**src/hdl/cks_ram.sv**
```systemverilog
// Generic simple dual-port RAM: one write port, one read port, registered read.
// No dependencies.
module cks_ram #(
    parameter int WIDTH = 8,
    parameter int DEPTH = 16,
    parameter int ADDR_W = (DEPTH > 1) ? $clog2(DEPTH) : 1
) (
    input  logic              clk,
    input  logic              we,
    input  logic [ADDR_W-1:0] waddr,
    input  logic [WIDTH-1:0]  wdata,
    input  logic              re,
    input  logic [ADDR_W-1:0] raddr,
    output logic [WIDTH-1:0]  rdata
);

    logic [WIDTH-1:0] mem [DEPTH];
    logic [WIDTH-1:0] rdata_reg;

    // Write port
    always_ff @(posedge clk)
    begin
        if (we)
        begin
            mem[waddr] <= wdata;
        end
    end

    // Registered read port
    always_ff @(posedge clk)
    begin
        if (re)
        begin
            rdata_reg <= mem[raddr];
        end
    end

    assign rdata = rdata_reg;

endmodule

```
**config.mk**
```make
export PLATFORM = sky130hd
export DESIGN_NAME = cks_ram
export DESIGN_NICKNAME = d
export VERILOG_FILES = /design/src/hdl/cks_ram.sv
export SDC_FILE = /design/constraint.sdc
export NUM_CORES = 1
export LEC_CHECK = 0
export BUFFER_PORTS_ARGS = -buffer_cell sky130_fd_sc_hd__buf_2
export CAP_MARGIN = 40
export CORE_MARGIN = 5
export CORE_UTILIZATION = 31
export DETAILED_ROUTE_END_ITERATION = 12
export PLACE_DENSITY = 0.55
export SLEW_MARGIN = 20
export SYNTH_ARGS = -nofsm -noshare
export SYNTH_HDL_FRONTEND = slang
export SYNTH_SLANG_ARGS = --single-unit
export TNS_END_PERCENT = 10
```
**constraint.sdc**
```tcl
create_clock -name clk -period 2.55 [get_ports clk]
set_input_delay 0.6375 -clock clk [delete_from_list [all_inputs] [get_ports clk]]
set_output_delay 0.6375 -clock clk [all_outputs]
set_load 0.03 [all_outputs]
```
Word-level counts from Yosys, hierarchy flattened
Memories as Yosys holds them, arrays and structs flattened. A register that Yosys moved wholly into a read port is not among the register bits.
Index checks and enable logic that the tools add are counted.
Storage, ports and cells
  bits in writable memories: 128
  bits in registers: 0
  memories: 1
Cells by class
  multiplexer cells: 2
Memory list
  mem: depth 16, bits a word 8, read ports 1, clocked after memory_dff 1, write ports 1, RTL line 17  | logic [WIDTH-1:0] mem [DEPTH];
Operator list (number)
  1-bit two-way mux: 2

Logic depth before layout (Yosys ltp)
Gate-level depths: netlist of run 1.
  depth after elaboration: 2
  gate-level depth with buffers: 5
  gate-level depth less buffers: 3

Worst setup path after synthesis of run 1
OpenSTA, ideal clock, no wires.
  path kind: input to register
  start point: input port waddr[2]
  end point: memory mem[0][0] (enable)
  data arrival time: 1747 ps
  buffers on the path: 0
  library setup time: 383 ps
  cell stages on the path: 2
  path slack: 420 ps
  cell sequence: or3b_2 nor3_1
RTL lines
  start, declared: RTL line 10  | input logic [ADDR_W-1:0] waddr,
  end, declared: RTL line 17
No word-level cell before the write port.

==> metrics.txt, run 1 <==
syn_nets 248; Slew HR between 60% and 70%; worst hold slack approximately 580 ps; CTS max path bufs 2; Storage cell area a little over 0.004 mm^2; Setup Buffers After CTS 0; row count 47; Worst Setup End Kind flip-flop; CTS tree built; antenna cells 0; via/cell ratio around 4.6; Pwr Density about 830 mW/mm^2; Clock transition at path regs approximately 60 ps; CP max FO 16; Slew Viols, Final 0; most frequent cells in the layout edfxtp_1, buf_2, mux4_2; final core utilization a little under two fifths; Tightest Hold Check Type in -> reg; flop2flop setup slack between 1000 and 1500 ps; most common cell after layout, fill and taps aside edfxtp_1; clk_lat worst skew roughly 420 ps; die area roughly 0.020 mm^2; grt total ovfl 0; initial antenna violation count 0; count of different cell masters after synthesis 18; GP Congestion between 0.6 and 0.7; Max-Cap Viols 0; Yosys warning count 0; residual antenna-violating net count after detailed routing 0; clock net sink count 136; fin cells between 500 and 600; flops & latches, synth 136; Leak 2.12 nW; final hold viol count 0; mux cell area share after synthesis between 10% and 20%; drt total wl ~10 mm; Syn Inst Count approximately 230; Die X around 140 um; Post-Synth Simple-Gate Area 3.14%; Seq pwr share 47.8%; final setup fails 0; placed insts slightly below 500; Achievable Freq roughly 0.56 GHz; mapped cell area ~0.0052 mm^2; First-pass DRT Iterations 5; CTS Hold Bufs 0; IO Pins 27; worst slew pin tran 556 ps; vias roughly 2400; I/O Buffers 26; share of layout cells above drive strength 1 between 30% and 40%; largest net degree at the start of global routing 33; status completed; critical path class in -> reg; xor/xnor share of the synthesized area 0%; net load switching power around 1.1 mW; setup TNS 0 ps; Final Cycle Share 70.3%; CTS H-tree depth 4; Starting Density 31.5%; synth-to-layout area growth 21.3%; Initial DRC Count about 260; hpwl dp approximately 6.5 mm; Avg Synthesized Cell Area 22.8 um^2; final net count between 300 and 400; Num CTS Buffers 17; number of flip-flops under the largest register name about 130; peak supply drop around 0.50 mV; CP startpoint kind input port; adder and majority gate portion of the synthesized area 0%; Wirelength per Cell roughly 20 um; CTS resizes 0; Core ar. between 0.015 and 0.02 mm^2; Multi-input gate area ~0.0011 mm^2; Final Skew 7.29 ps; vias in the first global route 2451; min Tclk post-route about 1800 ps; first-pass GRT wire length 15.6 mm; Combinational Power Share around 4.8%; combinational family with the most area after synthesis multiplexers; compound-gate portion of the synthesized area approximately 2.3%; fill cell count 1524; arrival time of the worst setup path about 2000 ps; register area share after synthesis approximately four fifths; Crit path required time 2710 ps; GRT Util Overall roughly 11%; RSZ-0062 raised after global routing no; clk root buf clkbuf_16; cell-internal power 4.24 mW; DIE HEIGHT around 140 um; Switching Share between 15 and 20%; Clk network pwr share a little under half; post-route DRC violation count 0
worst max-delay path, cell delays in order:
cell	delay, ps
buf_2	140
buf_12	190
mux4_1	610
a22oi_1	270
nand2_1	90
layout make-up:
cell class / instances / share of cell area (%)
sequential: 136 / 64.4
multi-input combinational: 83 / 16.7
clock buffer: 17 / 6.71
timing repair buffer: 46 / 5.01
tap: 220 / 4.34
clock inverter: 15 / 2.90
final timing paths:
| path | startpoint | endpoint | cells after the start |
|---|---|---|---|
| setup reg to reg | mem[1][3] | rdata[3] | 3 |
| hold / removal | re | rdata[2] | 1 |
| setup / recovery | raddr[0] | rdata[3] | 5 |
| hold reg to reg | mem[13][2] | rdata[2] | 3 |
kinds of logic after synthesis:
logic type | Yosys count
flip-flops | 136
buffers and inverters | 10
AND/OR/NAND/NOR | 35
AO/OA/AOI/OAI | 16
multiplexers | 32
synth_stat cells:
cell / number / area share [%]
nor3_1: 4 / 0.38
buf_2: 3 / 0.29
clkdlybuf4s25_2: 3 / 0.57
buf_4: 1 / 0.14
mux4_1: 14 / 7.0
and2_1: 1 / 0.12
nand3_1: 1 / 0.096
edfxtp_1: 136 / 78
nor2_1: 13 / 0.93
nand3b_1: 2 / 0.29
nand2b_1: 2 / 0.24
and2b_1: 1 / 0.14
or3b_2: 1 / 0.17
nand2_1: 9 / 0.65
mux4_2: 18 / 7.8
buf_6: 3 / 0.65
a22oi_1: 16 / 2.3
nor2b_1: 1 / 0.12
metal layers:
layer  GRT usage, %  share of wire [%]
met3           3.84                5.6
met4           4.44               0.90
met1           15.7                 47
met5              0                  0
met2           15.8                 46
power by group through the flow:
| stage | registers, mW | clock network [mW] | logic [mW] |
|---|---|---|---|
| after floorplan | 2.60 | 0 | 0.127 |
| after detailed placement | 2.58 | 0 | 0.262 |
| after global routing | 2.53 | 2.66 | 0.279 |
| after global placement | 2.58 | 0 | 0.256 |
| final | 2.53 | 2.50 | 0.256 |
| after CTS | 2.53 | 2.55 | 0.263 |
stage by stage:
| stage | worst slack, ps | total power [mW] | instance area [um^2] |
|---|---|---|---|
| 5_1_grt | 693 | 5.47 | 6340 |
| 6_report | 758 | 5.29 | 6340 |
| 3_3_place_gp | 316 | 2.83 | 5730 |
| 3_5_place_dp | 319 | 2.84 | 5730 |
| 4_1_cts | 765 | 5.34 | 6340 |
| 2_1_floorplan | 420 | 2.72 | 5230 |
Note: power is estimated with default switching activity, not from simulation.
==> run 2, diff against run 1 <==
Settings changed: ABC_AREA set to 1.
Clock period 2.55 ns to 1.65 ns, I/O delays scaled along.
==> metrics.txt, run 2 <==
critical path class reg -> out (was in -> reg); vias 3862 (was 2404); met3 Use GR 3.73% (was 3.84%); count of different cell masters after synthesis 11 (was 18); share of layout cells above drive strength 1 12.2% (was 32.3%); fin cells 842 (was 517); WP buf/inv 1 (was 2); slowest stage delay, CP 420 ps (was 610 ps); CTS H-tree depth 4 (unchanged); CTS max path bufs 2 (unchanged); Worst R2R Start mem[7][3] (was mem[1][3]); Final Skew 5.88 ps (was 7.29 ps); worst hold stages 1 (unchanged); Num CTS Buffers 17 (unchanged); First-pass DRT Iterations 4 (was 5); Crit path required time 1240 ps (was 2710 ps); CP startpoint kind flip-flop (was input port); CTS tree built (unchanged); post-route DRC violation count 0 (unchanged); Slew Viols, Final 0 (unchanged); Max-Cap Viols 0 (unchanged); clk root buf clkbuf_16 (unchanged); Pwr Density 1130 mW/mm^2 (was 834 mW/mm^2); arrival time of the worst setup path 1040 ps (was 1950 ps); final core utilization 36.7% (was 38.3%); synth cell count leaders nand2_1, edfxtp_1, inv_1, nand3_1, nor2_1 (was edfxtp_1, mux4_2, a22oi_1, mux4_1, nor2_1); Synth area leaders edfxtp_1, nand2_1, nand3_1 (was edfxtp_1, mux4_2, mux4_1); Final Cell Area 0.00685 mm^2 (was 0.00634 mm^2); placed insts 813 (was 485); Tightest Hold Check Type in -> reg (unchanged); worst slew pin tran 640 ps (was 556 ps); flops & latches, synth 136 (unchanged); most frequent cells in the layout nand2_1, edfxtp_1, inv_1 (was edfxtp_1, buf_2, mux4_2); register area share after synthesis 69.8% (was 78.1%); Setup Buffers After CTS 0 (unchanged); Avg Synthesized Cell Area 10.6 um^2 (was 22.8 um^2); Post-DP Area 0.00635 mm^2 (was 0.00573 mm^2); IO Pins 27 (unchanged); largest net degree at the start of global routing 65 (was 33); synth-to-layout area growth 17.1% (was 21.3%); Synth area leader edfxtp_1 (unchanged); CTS Hold Bufs 0 (unchanged); peak supply drop 0.743 mV (was 0.505 mV); most common cell after layout, fill and taps aside nand2_1 (was edfxtp_1); DIE HEIGHT 147 um (was 140 um); crit-path cells buf_2 (was buf_2 > buf_12 > mux4_1 > a22oi_1 > nand2_1); GRT Max-Usage Layer met2 (unchanged); met1 GRT Util 19.3% (was 15.7%); min Tclk post-route approximately 1500 ps; final net count 617 (was 303); antenna cells 0 (unchanged); initial antenna violation count 0 (unchanged); grt total ovfl 0 (unchanged); count leader, synth nand2_1 (was edfxtp_1); die area 0.0217 mm^2 (was 0.0196 mm^2); drt total wl 14.1 mm (was 10.3 mm); mapped cell area 0.00585 mm^2 (was 0.00523 mm^2); Die X 147 um (was 140 um); via/cell ratio 4.59 (was 4.65); Slew HR 57.3% (was 62.8%); GP Congestion 0.819 (was 0.698); clk_lat worst skew 410 ps (was 420 ps); Yosys warning count 0 (unchanged); Clock transition at path regs 50 ps (was 60 ps); Core ar. 0.0186 mm^2 (was 0.0166 mm^2); Hold EP rdata[3] (was rdata[2]); Syn Inst Count 551 (was 229); Synth top area share 69.8% (was 78.1%); final hold viol count 0 (unchanged); syn_nets 570 (was 248); Hold Path Origin re (unchanged); vias in the first global route 3817 (was 2451); Async SR Flop Fraction 0% (unchanged); Starting Density 31.4% (was 31.5%); GRT Util Overall 13.6% (was 11.2%); Critical R2R Capture rdata[3] (unchanged); first-pass GRT wire length 22.0 mm (was 15.6 mm); pre-CTS WS -21.3 ps (was 319 ps); I/O Buffers 26 (unchanged); GR Util met2 20.3% (was 15.8%); CTS resizes 0 (unchanged); Worst path top cell family by delay flip-flops (was multiplexers); Pwr Total 7.71 mW (was 5.29 mW); Final Cycle Share between 80 and 90%; residual antenna-violating net count after detailed routing 0 (unchanged); ys flop type edfxtp_1 (unchanged); Reg2Reg Depth 6 (was 3); RSZ-0062 raised after global routing no (unchanged); status completed (unchanged); Critical path origin rdata[6] (was raddr[0]); number of flip-flops under the largest register name 128 (unchanged); flop2flop setup slack 510 ps (was 1030 ps); Initial DRC Count 296 (was 263); Post-synth EDFFs 136 (unchanged); Wirelength per Cell 16.7 um (was 19.9 um); Slowest cell on crit path edfxtp_1 (was mux4_1); Achievable Freq 0.689 GHz; final setup fails 0 (unchanged); Worst Setup End Kind output port (was flip-flop); clock net sink count 136 (unchanged); hpwl dp 8.98 mm (was 6.53 mm); worst setup margin 199 ps (was 758 ps); Leak 2.93 nW (was 2.12 nW); row count 50 (was 47); CP max FO 1 (was 16)
run 2: cell count changes in the layout (fill, tap and decap cells not counted), moves of 5 or more:
cell | before | now
a22oi_1 | 16 | 0
buf_4 | 17 | 22
inv_1 | 0 | 100
mux4_1 | 14 | 0
mux4_2 | 18 | 0
nand2_1 | 9 | 173
nand3_1 | 1 | 97
run 2: stage by stage:
step / TNS, ps / hold slack, ps
final: 0 / 368
after CTS: 0 / 358
after global routing: 0 / 358
after global placement: 0 / 753
after detailed placement: -21.3 / 762
after floorplan: 0 / 511
run 2: how the worst max path moves through the flow:
stage | end | slack (ps) | cells past startpoint
after CTS | rdata[6] | 190 | 1
after global routing | rdata[6] | 160 | 1
after detailed placement | rdata[7] | -20 | 6
final | rdata[6] | 200 | 1
after floorplan | mem[10][0] | 290 | 2
after global placement | rdata[7] | 20 | 6
run 2: per-layer routing:
metal | vias to the layer above | part of all wire [%]
met5 | - | 0
met4 | 0 | 1.5
met3 | 18 | 6.8
met2 | 129 | 45
met1 | 1845 | 47
li1 | 1870 | -
run 2: layout make-up:
type / count / area (um^2)
Sequential cell: 136 / 4080
Clock buffer: 21 / 440
Fill cell: 1821 / 11800
Clock inverter: 8 / 58.8
Tap cell: 234 / 293
Multi-Input combinational cell: 289 / 1210
Inverter: 102 / 383
Timing Repair Buffer: 52 / 375
run 2: power by group:
part | switching [mW] | leakage, nW | internal (mW) | total (mW)
Clock | 1.26 | 0.244 | 2.01 | 3.27
Sequential | 0.0264 | 1.24 | 3.90 | 3.92
Combinational | 0.372 | 1.45 | 0.151 | 0.523
Total | 1.66 | 2.93 | 6.05 | 7.71
run 2: cells by family after synthesis:
kind of cell	count (synthesis)	share of synthesized area, %
flops	136	69.8
simple gates	289	20.8
buf+inv	126	9.39
